<file path="src/tts_pkg.sv">
// Shared types, widths and state codes of the triangle tangent-space block.
package tts_pkg;

	localparam int POS_W         = 32;
	localparam int UV_W          = 20;
	localparam int EDGE_W        = POS_W + 1;
	localparam int UVD_W         = UV_W + 1;
	localparam int PROD_W        = EDGE_W + UVD_W;
	localparam int ACC_W         = PROD_W + 1;
	localparam int DET_W         = 2 * UVD_W + 1;
	localparam int OUT_W         = 32;
	localparam int FRAC_BITS_DEF = 16;
	localparam int Q_DEPTH_DEF   = 2;
	localparam int MUL_STEPS     = 14;
	localparam int NUM_ACC       = 7;

	typedef struct packed {
		logic signed [EDGE_W-1:0] d1x;
		logic signed [EDGE_W-1:0] d1y;
		logic signed [EDGE_W-1:0] d1z;
		logic signed [EDGE_W-1:0] d2x;
		logic signed [EDGE_W-1:0] d2y;
		logic signed [EDGE_W-1:0] d2z;
		logic signed [UVD_W-1:0]  du1;
		logic signed [UVD_W-1:0]  dv1;
		logic signed [UVD_W-1:0]  du2;
		logic signed [UVD_W-1:0]  dv2;
	} tri_t;

	typedef enum logic [1:0] {
		PH_V0 = 2'd0,
		PH_V1 = 2'd1,
		PH_V2 = 2'd2
	} phase_t;

	typedef enum logic [2:0] {
		BK_IDLE  = 3'd0,
		BK_MUL   = 3'd1,
		BK_DRAIN = 3'd2,
		BK_LOAD  = 3'd3,
		BK_DIV   = 3'd4,
		BK_SAT   = 3'd5,
		BK_DONE  = 3'd6
	} back_state_t;

endpackage

</file>
<file path="src/tts_front.sv">
// Front end: holds the first two vertices and forms the triangle edges.
module tts_front (
	input  logic                              clk,
	input  logic                              arst_n,
	input  logic                              push,
	output logic                              full,
	input  logic signed [tts_pkg::POS_W-1:0]  pos_x,
	input  logic signed [tts_pkg::POS_W-1:0]  pos_y,
	input  logic signed [tts_pkg::POS_W-1:0]  pos_z,
	input  logic signed [tts_pkg::UV_W-1:0]   tex_u,
	input  logic signed [tts_pkg::UV_W-1:0]   tex_v,
	input  logic                              q_full,
	output logic                              q_push,
	output tts_pkg::tri_t                     q_data
);

	tts_pkg::phase_t phase_q, phase_d;
	logic signed [tts_pkg::POS_W-1:0] p0x_q, p0y_q, p0z_q, p1x_q, p1y_q, p1z_q;
	logic signed [tts_pkg::UV_W-1:0]  u0_q, v0_q, u1_q, v1_q;
	logic                             accept;
	logic                             third;

	assign third  = (phase_q == tts_pkg::PH_V2);
	assign full   = third && q_full;
	assign accept = push && !full;
	assign q_push = accept && third;

	always_comb begin
		phase_d = phase_q;
		if (accept) begin
			unique case (phase_q)
				tts_pkg::PH_V0: phase_d = tts_pkg::PH_V1;
				tts_pkg::PH_V1: phase_d = tts_pkg::PH_V2;
				default:        phase_d = tts_pkg::PH_V0;
			endcase
		end
	end

	always_ff @(posedge clk or negedge arst_n) begin
		if (!arst_n) begin
			phase_q <= tts_pkg::PH_V0;
		end else begin
			phase_q <= phase_d;
		end
	end

	// A stray phase code three acts as the first vertex.
	always_ff @(posedge clk) begin
		if (accept && phase_q != tts_pkg::PH_V1 && !third) begin
			p0x_q <= pos_x;
			p0y_q <= pos_y;
			p0z_q <= pos_z;
			u0_q  <= tex_u;
			v0_q  <= tex_v;
		end
		if (accept && phase_q == tts_pkg::PH_V1) begin
			p1x_q <= pos_x;
			p1y_q <= pos_y;
			p1z_q <= pos_z;
			u1_q  <= tex_u;
			v1_q  <= tex_v;
		end
	end

	always_comb begin
		q_data.d1x = tts_pkg::EDGE_W'(p1x_q) - tts_pkg::EDGE_W'(p0x_q);
		q_data.d1y = tts_pkg::EDGE_W'(p1y_q) - tts_pkg::EDGE_W'(p0y_q);
		q_data.d1z = tts_pkg::EDGE_W'(p1z_q) - tts_pkg::EDGE_W'(p0z_q);
		q_data.d2x = tts_pkg::EDGE_W'(pos_x) - tts_pkg::EDGE_W'(p0x_q);
		q_data.d2y = tts_pkg::EDGE_W'(pos_y) - tts_pkg::EDGE_W'(p0y_q);
		q_data.d2z = tts_pkg::EDGE_W'(pos_z) - tts_pkg::EDGE_W'(p0z_q);
		q_data.du1 = tts_pkg::UVD_W'(u1_q) - tts_pkg::UVD_W'(u0_q);
		q_data.dv1 = tts_pkg::UVD_W'(v1_q) - tts_pkg::UVD_W'(v0_q);
		q_data.du2 = tts_pkg::UVD_W'(tex_u) - tts_pkg::UVD_W'(u0_q);
		q_data.dv2 = tts_pkg::UVD_W'(tex_v) - tts_pkg::UVD_W'(v0_q);
	end

endmodule

</file>
<file path="src/tts_queue.sv">
// Small queue of triangle edge sets between the front and back ends.
module tts_queue #(
	parameter int DEPTH = tts_pkg::Q_DEPTH_DEF
) (
	input  logic          clk,
	input  logic          arst_n,
	input  logic          wr,
	input  tts_pkg::tri_t wr_data,
	output logic          q_full,
	input  logic          rd,
	output logic          q_valid,
	output tts_pkg::tri_t rd_data
);

	localparam int PTR_W = (DEPTH > 1) ? $clog2(DEPTH) : 1;
	localparam int CNT_W = $clog2(DEPTH + 1);

	tts_pkg::tri_t    mem_q [DEPTH];
	logic [PTR_W-1:0] wp_q, rp_q;
	logic [CNT_W-1:0] cnt_q;
	logic             do_wr, do_rd;

	assign q_full  = (cnt_q == CNT_W'(DEPTH));
	assign q_valid = (cnt_q != '0);
	assign do_wr   = wr && !q_full;
	assign do_rd   = rd && q_valid;
	assign rd_data = mem_q[rp_q];

	always_ff @(posedge clk or negedge arst_n) begin
		if (!arst_n) begin
			wp_q  <= '0;
			rp_q  <= '0;
			cnt_q <= '0;
		end else begin
			if (do_wr) begin
				wp_q <= (wp_q == PTR_W'(DEPTH - 1)) ? '0 : wp_q + 1'b1;
			end
			if (do_rd) begin
				rp_q <= (rp_q == PTR_W'(DEPTH - 1)) ? '0 : rp_q + 1'b1;
			end
			if (do_wr && !do_rd) begin
				cnt_q <= cnt_q + 1'b1;
			end else if (do_rd && !do_wr) begin
				cnt_q <= cnt_q - 1'b1;
			end
		end
	end

	always_ff @(posedge clk) begin
		if (do_wr) begin
			mem_q[wp_q] <= wr_data;
		end
	end

endmodule

</file>
<file path="src/tts_back.sv">
// Back end: shared multiplier, determinant, serial divider and saturation.
module tts_back #(
	parameter int FRAC_BITS = tts_pkg::FRAC_BITS_DEF
) (
	input  logic                              clk,
	input  logic                              arst_n,
	input  logic                              q_valid,
	input  tts_pkg::tri_t                     q_data,
	output logic                              q_pop,
	output logic                              empty,
	input  logic                              pop,
	output logic signed [tts_pkg::OUT_W-1:0]  tangent_x,
	output logic signed [tts_pkg::OUT_W-1:0]  tangent_y,
	output logic signed [tts_pkg::OUT_W-1:0]  tangent_z,
	output logic signed [tts_pkg::OUT_W-1:0]  bitangent_x,
	output logic signed [tts_pkg::OUT_W-1:0]  bitangent_y,
	output logic signed [tts_pkg::OUT_W-1:0]  bitangent_z,
	output logic                              degenerate
);

	localparam int ACC_W  = tts_pkg::ACC_W;
	localparam int DET_W  = tts_pkg::DET_W;
	localparam int OUT_W  = tts_pkg::OUT_W;
	localparam int DIVD_W = ACC_W + FRAC_BITS;
	localparam int CNT_W  = $clog2(DIVD_W + 1);

	tts_pkg::back_state_t state_q, state_d;
	tts_pkg::tri_t        tri_q;
	logic [3:0]           step_q;
	logic [2:0]           comp_q;

	logic signed [tts_pkg::EDGE_W-1:0] op_a;
	logic signed [tts_pkg::UVD_W-1:0]  op_b;
	logic [2:0]                        op_dest;
	logic                              op_sub;

	logic signed [tts_pkg::PROD_W-1:0] prod_s1;
	logic                              pv_s1;
	logic [2:0]                        pdest_s1;
	logic                              psub_s1;
	logic signed [ACC_W-1:0]           acc_q [tts_pkg::NUM_ACC];

	logic [DIVD_W-1:0] divd_q;
	logic [DET_W:0]    rem_q;
	logic [DET_W-1:0]  den_q;
	logic [OUT_W:0]    quo_q;
	logic              ovf_q;
	logic              neg_q;
	logic [CNT_W-1:0]  cnt_q;

	logic [OUT_W-1:0]  res_q [6];
	logic              deg_q;

	logic              out_valid_q;
	logic [OUT_W-1:0]  out_q [6];
	logic              out_deg_q;

	logic signed [ACC_W-1:0] num_sel;
	logic [ACC_W-1:0]        num_mag;
	logic [ACC_W-1:0]        det_mag;
	logic                    det_zero;
	logic [DET_W:0]          rem_sh;
	logic                    ge;
	logic                    big;
	logic [OUT_W-1:0]        sat_val;
	logic                    out_free;

	assign det_zero = (acc_q[0] == '0);
	assign num_sel  = acc_q[comp_q];
	assign num_mag  = num_sel[ACC_W-1] ? ACC_W'(-num_sel) : ACC_W'(num_sel);
	assign det_mag  = acc_q[0][ACC_W-1] ? ACC_W'(-acc_q[0]) : ACC_W'(acc_q[0]);
	assign out_free = !out_valid_q || pop;
	assign q_pop    = (state_q == tts_pkg::BK_IDLE) && q_valid;

	// Product schedule: two terms of the determinant, then two terms for
	// each tangent and each bitangent component.
	always_comb begin
		op_a    = '0;
		op_b    = '0;
		op_dest = '0;
		op_sub  = 1'b0;
		unique case (step_q)
			4'd0:  begin op_a = 33'(tri_q.du1); op_b = tri_q.dv2; op_dest = 3'd0; end
			4'd1:  begin op_a = 33'(tri_q.dv1); op_b = tri_q.du2; op_dest = 3'd0; op_sub = 1'b1; end
			4'd2:  begin op_a = tri_q.d1x; op_b = tri_q.dv2; op_dest = 3'd1; end
			4'd3:  begin op_a = tri_q.d2x; op_b = tri_q.dv1; op_dest = 3'd1; op_sub = 1'b1; end
			4'd4:  begin op_a = tri_q.d2x; op_b = tri_q.du1; op_dest = 3'd4; end
			4'd5:  begin op_a = tri_q.d1x; op_b = tri_q.du2; op_dest = 3'd4; op_sub = 1'b1; end
			4'd6:  begin op_a = tri_q.d1y; op_b = tri_q.dv2; op_dest = 3'd2; end
			4'd7:  begin op_a = tri_q.d2y; op_b = tri_q.dv1; op_dest = 3'd2; op_sub = 1'b1; end
			4'd8:  begin op_a = tri_q.d2y; op_b = tri_q.du1; op_dest = 3'd5; end
			4'd9:  begin op_a = tri_q.d1y; op_b = tri_q.du2; op_dest = 3'd5; op_sub = 1'b1; end
			4'd10: begin op_a = tri_q.d1z; op_b = tri_q.dv2; op_dest = 3'd3; end
			4'd11: begin op_a = tri_q.d2z; op_b = tri_q.dv1; op_dest = 3'd3; op_sub = 1'b1; end
			4'd12: begin op_a = tri_q.d2z; op_b = tri_q.du1; op_dest = 3'd6; end
			4'd13: begin op_a = tri_q.d1z; op_b = tri_q.du2; op_dest = 3'd6; op_sub = 1'b1; end
			default: ;
		endcase
	end

	// One restoring division step per cycle.
	assign rem_sh = {rem_q[DET_W-1:0], divd_q[DIVD_W-1]};
	assign ge     = (rem_sh >= {1'b0, den_q});

	always_comb begin
		big = ovf_q || quo_q[OUT_W];
		if (!neg_q) begin
			sat_val = (big || quo_q[OUT_W-1]) ? {1'b0, {(OUT_W-1){1'b1}}} : quo_q[OUT_W-1:0];
		end else if (big || (quo_q[OUT_W-1] && quo_q[OUT_W-2:0] != '0)) begin
			sat_val = {1'b1, {(OUT_W-1){1'b0}}};
		end else begin
			sat_val = OUT_W'(-quo_q[OUT_W-1:0]);
		end
	end

	always_comb begin
		state_d = state_q;
		unique case (state_q)
			tts_pkg::BK_IDLE:  if (q_valid) state_d = tts_pkg::BK_MUL;
			tts_pkg::BK_MUL:   if (step_q == 4'(tts_pkg::MUL_STEPS - 1)) state_d = tts_pkg::BK_DRAIN;
			tts_pkg::BK_DRAIN: state_d = det_zero ? tts_pkg::BK_DONE : tts_pkg::BK_LOAD;
			tts_pkg::BK_LOAD:  state_d = tts_pkg::BK_DIV;
			tts_pkg::BK_DIV:   if (cnt_q == CNT_W'(DIVD_W - 1)) state_d = tts_pkg::BK_SAT;
			tts_pkg::BK_SAT:   state_d = (comp_q == 3'd6) ? tts_pkg::BK_DONE : tts_pkg::BK_LOAD;
			tts_pkg::BK_DONE:  if (out_free) state_d = tts_pkg::BK_IDLE;
			default:           state_d = tts_pkg::BK_IDLE;
		endcase
	end

	always_ff @(posedge clk or negedge arst_n) begin
		if (!arst_n) begin
			state_q     <= tts_pkg::BK_IDLE;
			step_q      <= '0;
			comp_q      <= '0;
			pv_s1       <= 1'b0;
			out_valid_q <= 1'b0;
		end else begin
			state_q <= state_d;
			pv_s1   <= (state_q == tts_pkg::BK_MUL);
			if (state_q == tts_pkg::BK_IDLE) begin
				step_q <= '0;
				comp_q <= 3'd1;
			end else if (state_q == tts_pkg::BK_MUL) begin
				step_q <= step_q + 1'b1;
			end else if (state_q == tts_pkg::BK_SAT) begin
				comp_q <= comp_q + 1'b1;
			end
			if (state_q == tts_pkg::BK_DONE && out_free) begin
				out_valid_q <= 1'b1;
			end else if (pop) begin
				out_valid_q <= 1'b0;
			end
		end
	end

	always_ff @(posedge clk) begin
		if (q_pop) begin
			tri_q <= q_data;
		end
		prod_s1  <= op_a * op_b;
		pdest_s1 <= op_dest;
		psub_s1  <= op_sub;
		if (pv_s1) begin
			acc_q[pdest_s1] <= psub_s1 ? acc_q[pdest_s1] - ACC_W'(prod_s1) : ACC_W'(prod_s1);
		end
		if (state_q == tts_pkg::BK_DRAIN) begin
			deg_q <= det_zero;
		end
		if (state_q == tts_pkg::BK_LOAD) begin
			divd_q <= {num_mag, {FRAC_BITS{1'b0}}};
			rem_q  <= '0;
			den_q  <= det_mag[DET_W-1:0];
			quo_q  <= '0;
			ovf_q  <= 1'b0;
			neg_q  <= num_sel[ACC_W-1] ^ acc_q[0][ACC_W-1];
			cnt_q  <= '0;
		end else if (state_q == tts_pkg::BK_DIV) begin
			divd_q <= {divd_q[DIVD_W-2:0], 1'b0};
			rem_q  <= ge ? rem_sh - {1'b0, den_q} : rem_sh;
			quo_q  <= {quo_q[OUT_W-1:0], ge};
			ovf_q  <= ovf_q || quo_q[OUT_W];
			cnt_q  <= cnt_q + 1'b1;
		end
		if (state_q == tts_pkg::BK_SAT) begin
			res_q[comp_q - 3'd1] <= sat_val;
		end
		if (state_q == tts_pkg::BK_DONE && out_free) begin
			for (int i = 0; i < 6; i++) begin
				out_q[i] <= deg_q ? '0 : res_q[i];
			end
			out_deg_q <= deg_q;
		end
	end

	assign empty       = !out_valid_q;
	assign tangent_x   = out_q[0];
	assign tangent_y   = out_q[1];
	assign tangent_z   = out_q[2];
	assign bitangent_x = out_q[3];
	assign bitangent_y = out_q[4];
	assign bitangent_z = out_q[5];
	assign degenerate  = out_deg_q;

	a_deg_zero: assert property (@(posedge clk) disable iff (!arst_n)
		(out_valid_q && out_deg_q) |-> (out_q[0] == '0 && out_q[3] == '0 && out_q[5] == '0))
		else $error("degenerate result carries nonzero vectors");

	a_div_nonzero: assert property (@(posedge clk) disable iff (!arst_n)
		(state_q == tts_pkg::BK_DIV) |-> (den_q != '0))
		else $error("division started with a zero determinant");

	a_step_range: assert property (@(posedge clk) disable iff (!arst_n)
		(state_q == tts_pkg::BK_MUL) |-> (step_q < 4'(tts_pkg::MUL_STEPS)))
		else $error("product schedule ran past its end");

	a_pop_idle: assert property (@(posedge clk) disable iff (!arst_n)
		q_pop |=> (state_q == tts_pkg::BK_MUL && step_q == '0))
		else $error("triangle taken from queue without starting products");

endmodule

</file>
<file path="src/triangle_tangent_space.sv">
// Top level of the per-triangle tangent and bitangent block.
//
// Vertices enter one beat at a time through a queue-like port: a beat is
// taken when push is high and full is low. Every third vertex closes a
// triangle; the first two are only held. Results leave through a second
// queue-like port: while empty is low the oldest result is on the output
// ports, and it is taken when pop is high.
// The front end takes the first two vertices of a triangle whenever push is
// high and the third as soon as the edge queue has room, so full only rises on a
// third vertex while the queue is full. The back end works on one triangle
// at a time: 14 product steps on a single shared multiplier and a drain
// step, then six serial divisions of (55 + FRAC_BITS) steps, each with a
// load and a saturation step, and a last step to hand the result over. The
// divider produces one quotient bit per cycle. A zero determinant skips the
// divisions. Reset clears the vertex phase, the queue and the output slot.
// When the receiver does not pop, the back end finishes the next triangle
// and waits; the edge queue then fills and full holds the third vertex back.
module triangle_tangent_space #(
	parameter int FRAC_BITS = tts_pkg::FRAC_BITS_DEF,
	parameter int Q_DEPTH   = tts_pkg::Q_DEPTH_DEF
) (
	input  logic                              clk,
	input  logic                              arst_n,
	input  logic                              push,
	output logic                              full,
	input  logic signed [tts_pkg::POS_W-1:0]  pos_x,
	input  logic signed [tts_pkg::POS_W-1:0]  pos_y,
	input  logic signed [tts_pkg::POS_W-1:0]  pos_z,
	input  logic signed [tts_pkg::UV_W-1:0]   tex_u,
	input  logic signed [tts_pkg::UV_W-1:0]   tex_v,
	output logic                              empty,
	input  logic                              pop,
	output logic signed [tts_pkg::OUT_W-1:0]  tangent_x,
	output logic signed [tts_pkg::OUT_W-1:0]  tangent_y,
	output logic signed [tts_pkg::OUT_W-1:0]  tangent_z,
	output logic signed [tts_pkg::OUT_W-1:0]  bitangent_x,
	output logic signed [tts_pkg::OUT_W-1:0]  bitangent_y,
	output logic signed [tts_pkg::OUT_W-1:0]  bitangent_z,
	output logic                              degenerate
);

	// Edge sets travel from the front end to the back end through the queue.
	logic          q_push, q_full, q_pop, q_valid;
	tts_pkg::tri_t q_wdata, q_rdata;

	tts_front u_front (
		.clk    (clk),
		.arst_n (arst_n),
		.push   (push),
		.full   (full),
		.pos_x  (pos_x),
		.pos_y  (pos_y),
		.pos_z  (pos_z),
		.tex_u  (tex_u),
		.tex_v  (tex_v),
		.q_full (q_full),
		.q_push (q_push),
		.q_data (q_wdata)
	);

	tts_queue #(
		.DEPTH (Q_DEPTH)
	) u_queue (
		.clk     (clk),
		.arst_n  (arst_n),
		.wr      (q_push),
		.wr_data (q_wdata),
		.q_full  (q_full),
		.rd      (q_pop),
		.q_valid (q_valid),
		.rd_data (q_rdata)
	);

	tts_back #(
		.FRAC_BITS (FRAC_BITS)
	) u_back (
		.clk         (clk),
		.arst_n      (arst_n),
		.q_valid     (q_valid),
		.q_data      (q_rdata),
		.q_pop       (q_pop),
		.empty       (empty),
		.pop         (pop),
		.tangent_x   (tangent_x),
		.tangent_y   (tangent_y),
		.tangent_z   (tangent_z),
		.bitangent_x (bitangent_x),
		.bitangent_y (bitangent_y),
		.bitangent_z (bitangent_z),
		.degenerate  (degenerate)
	);

endmodule
</file>
<file path="config.mk">
export PLATFORM = sky130hd
export DESIGN_NAME = triangle_tangent_space
export DESIGN_NICKNAME = d
export VERILOG_FILES = /design/src/tts_pkg.sv /design/src/tts_front.sv /design/src/tts_queue.sv /design/src/tts_back.sv /design/src/triangle_tangent_space.sv
export SDC_FILE = /design/constraint.sdc
export NUM_CORES = 2
export LEC_CHECK = 0
export BUFFER_PORTS_ARGS = -buffer_cell sky130_fd_sc_hd__buf_2
export CAP_MARGIN = 40
export CORE_MARGIN = 5
export CORE_UTILIZATION = 69
export DETAILED_ROUTE_END_ITERATION = 8
export GPL_TIMING_DRIVEN = 0
export PLACE_DENSITY = 0.87
export SLEW_MARGIN = 20
export SYNTH_ARGS = -nofsm -noshare
export SYNTH_HDL_FRONTEND = slang
export SYNTH_SLANG_ARGS = --single-unit
</file>
<file path="constraint.sdc">
create_clock -name clk -period 25.9 [get_ports clk]
set_input_delay 1.295 -clock clk [delete_from_list [all_inputs] [get_ports clk]]
set_output_delay 1.295 -clock clk [all_outputs]
set_load 0.02 [all_outputs]
</file>
==> out/metrics.yaml <==
clk_latency_ps: 890
p_seq_frac: 0.474
path_depth: 35
failed_checks: "DRC"
total_leakage_power_nw: 54.6
post_cts_resize_count: 0
grt_pass1_wl_um: 581000
min_period_ps: 13530
fmax_mhz: 73.9
pwr-share-comb: 0.184
area_growth_pct: 11.5
cp.required_ps: 26570
grt_pass1_vias: 92200
finalSetupTns_ps: 0
ios: 335
fillers: 10300
synthArstFlopShare: 0.00838
rows: 155
slew_headroom: 0.189
cts_max_level: 4
synth_area_um2: 124000
dpl_cell_area_um2: 132000
clock-sinks: 2148
ant_nets: 0
p_per_area_nw_per_um2: 64.5
cpMostUsedCell: "fa_1"
end_kind: "flop"
antenna_found_initial: 22
dieArea_um2: 189000
period_share: 0.522
drive_gt1_frac: 0.128
chipWidth_um: 435
gp_congestion: 1.00
drtIter0Drc: 12800
num_vias: 91200
critical_path_buf_inv_count: 11
clkPwrFrac: 0.342
avgSynthCellArea_um2: 12.0
max_cap_viol_count: 0
synthCells: 10400
syn_nets: 11700
fin_ws_ps: 12370
core-area_um2: 179000
rr_worst_depth: 35
status: "finished, violations left"
ir_drop_mv: 0.0937
cp-start-kind: "flop"
finalMaxSlewViolations: 0
wirelength_um: 398000
critical_path.max_stage_delay_ps: 910
setup_viol: 0
synth_sequential_area_ratio: 0.506
yosysTopAreaCellShare: 0.480
dp_slack_ps: 13040
clk_path_buf_depth: 3
finalHoldViolCount: 0
synth-seq-cells: 2148
fin_area_um2: 139000
crit_type: "reg -> reg"
die_h_um: 435
grt_setup_unrepaired: "no"
wl_per_cell_um: 29.1
post-dp-hpwl_um: 295000
grt_max_degree: 104
crit_path_top_delay_cell: "a2111oi_0"
nets: 12500
p_int_mw: 6.47
tritoncts: "yes"
cp_max_fo: 10
cts_buffers: 203
p_switching_mw: 2.47
yosysTopAreaCell: "edfxtp_1"
crit_family: "adder cells"
power.total_mw: 8.95
grt.overflow.total: 0
grtUsageTotal: 0.419
synthTopCellsByArea: "edfxtp_1, fa_1, ha_1, inv_1, mux2_2"
portBuffers: 334
first_pass_iters: 9
synth-edff-count: 1988
synth_ff_type: "edfxtp_1"
avgViaCountPerCell: 6.67
worstMarginPinSlew_ps: 1220
initial_core_util: 0.695
synth-warning-count: 0
swShare: 0.277
cts_root_buf: "clkbuf_16"
ctsHoldBuffers: 0
hp-class: "in -> async"
path_clk_slew_ps: 70
drcViolationCount: 29
yosysUniqueCellTypes: 100
skew_ps: 63.1
whs_ps: 448
post_cts_buffers: 0
cp.arrival_ps: 14200
==> layout by cell type, fill, tap and decap left out, drive strengths merged, types with 128 or more instances in the layout <==
cell / n
edfxtp: 1988
xnor2: 320
nor2b: 284
fa: 700
nor2: 622
a21oi: 487
nor3: 128
dfxtp: 142
inv: 1216
nand2: 931
a21o: 144
mux2: 370
buf: 627
ha: 516
o21ai: 407
clkbuf: 591
==> metrics by stage <==
step / instances / util
floorplan: 10400 / -
finish: 13700 / 0.775
global placement: 13000 / 0.721
CTS: 13600 / 0.773
global route: 13700 / 0.775
detailed placement: 13200 / 0.735
==> final timing paths <==
| kind | startpoint | to | slack [ps] |
|---|---|---|---|
| max in group asynchronous | arst_n | u_back.comp_q[2] | 25010 |
| worst max register to register | u_back.step_q[0] | u_back.prod_s1[51] | 12370 |
| worst min register to register | u_back.rem_q[35] | u_back.rem_q[35] | 490 |
| min in group clk | u_back.rem_q[35] | u_back.rem_q[35] | 490 |
| worst max-delay path | u_back.step_q[0] | u_back.prod_s1[51] | 12370 |
| worst min-delay path | arst_n | u_queue.cnt_q[1] | 450 |
==> registers in the layout, indices dropped and copies added (netlist names), 32 cells and up <==
| signal | count |
|---|---|
| u_back.acc_q | 385 |
| u_back.den_q | 43 |
| u_front.p1y_q | 32 |
| u_front.p0z_q | 32 |
| u_front.p0x_q | 32 |
| u_back.res_q | 192 |
| u_back.divd_q | 55 |
| u_queue.mem_q | 564 |
| u_back.rem_q | 43 |
| u_front.p1x_q | 32 |
| u_front.p1z_q | 32 |
| u_back.quo_q | 33 |
| u_back.tri_q | 282 |
| u_back.prod_s1 | 54 |
| u_back.out_q | 192 |
| u_front.p0y_q | 32 |
==> power groups by stage <==
stage          Clock (mW)  Combinational [mW]  Sequential, mW
6_report             3.06                1.65            4.24
5_1_grt              3.21                1.74            4.25
4_1_cts              3.05                1.59            4.24
3_5_place_dp            0                1.52            4.31
3_3_place_gp            0                1.37            4.41
2_1_floorplan           0                1.04            4.35
==> Yosys cell counts (all sizes together) (19+ instances only) <==
master,instances
a211o,26
a211oi,45
a21boi,21
a21o,144
a21oi,487
a221o,62
a221oi,69
a222oi,33
a22o,47
a22oi,117
a31oi,53
and2,54
and3,34
buf,65
clkbuf,341
dfxtp,142
edfxtp,1988
fa,700
ha,516
inv,1210
mux2,370
mux2i,117
mux4,55
nand2,931
nand2b,81
nand3,90
nand4,49
nor2,622
nor2b,284
nor3,128
nor4,28
o211ai,36
o21a,101
o21ai,407
o21bai,41
o311ai,23
o31ai,62
o41ai,19
or2,48
or3,53
xnor2,320
xor2,119
==> metal layers <==
metal,track usage,wire length (um),vias to the layer above
li1,-,-,38200
met1,0.513,135000,44600
met2,0.674,185000,6819
met3,0.0938,43700,1584
met4,0.278,33200,14
met5,0,83,-
==> cell families after synthesis <==
family	count (synthesis)	synth area share
compound gates	1922	0.103
xor+xnor	439	0.0309
fa+ha+maj	1216	0.165
buf+inv	1617	0.0497
flops	2148	0.506
mux	542	0.0533
simple gates	2475	0.0926
==> final cells by class <==
cell class / instances / area [um2] / share of cell area
diodes: 15 / 37.5 / 0.000271
plain buffers: 406 / 1640 / 0.0118
clock buffers: 244 / 5330 / 0.0384
clock inverters: 136 / 1470 / 0.0106
inverters: 1211 / 4560 / 0.0328
multi-input cells: 6594 / 55500 / 0.400
flip-flops and latches: 2148 / 63000 / 0.454
well taps: 2355 / 2950 / 0.0212
repair buffers: 568 / 4310 / 0.0310
Power figures use the tool's default switching activity.
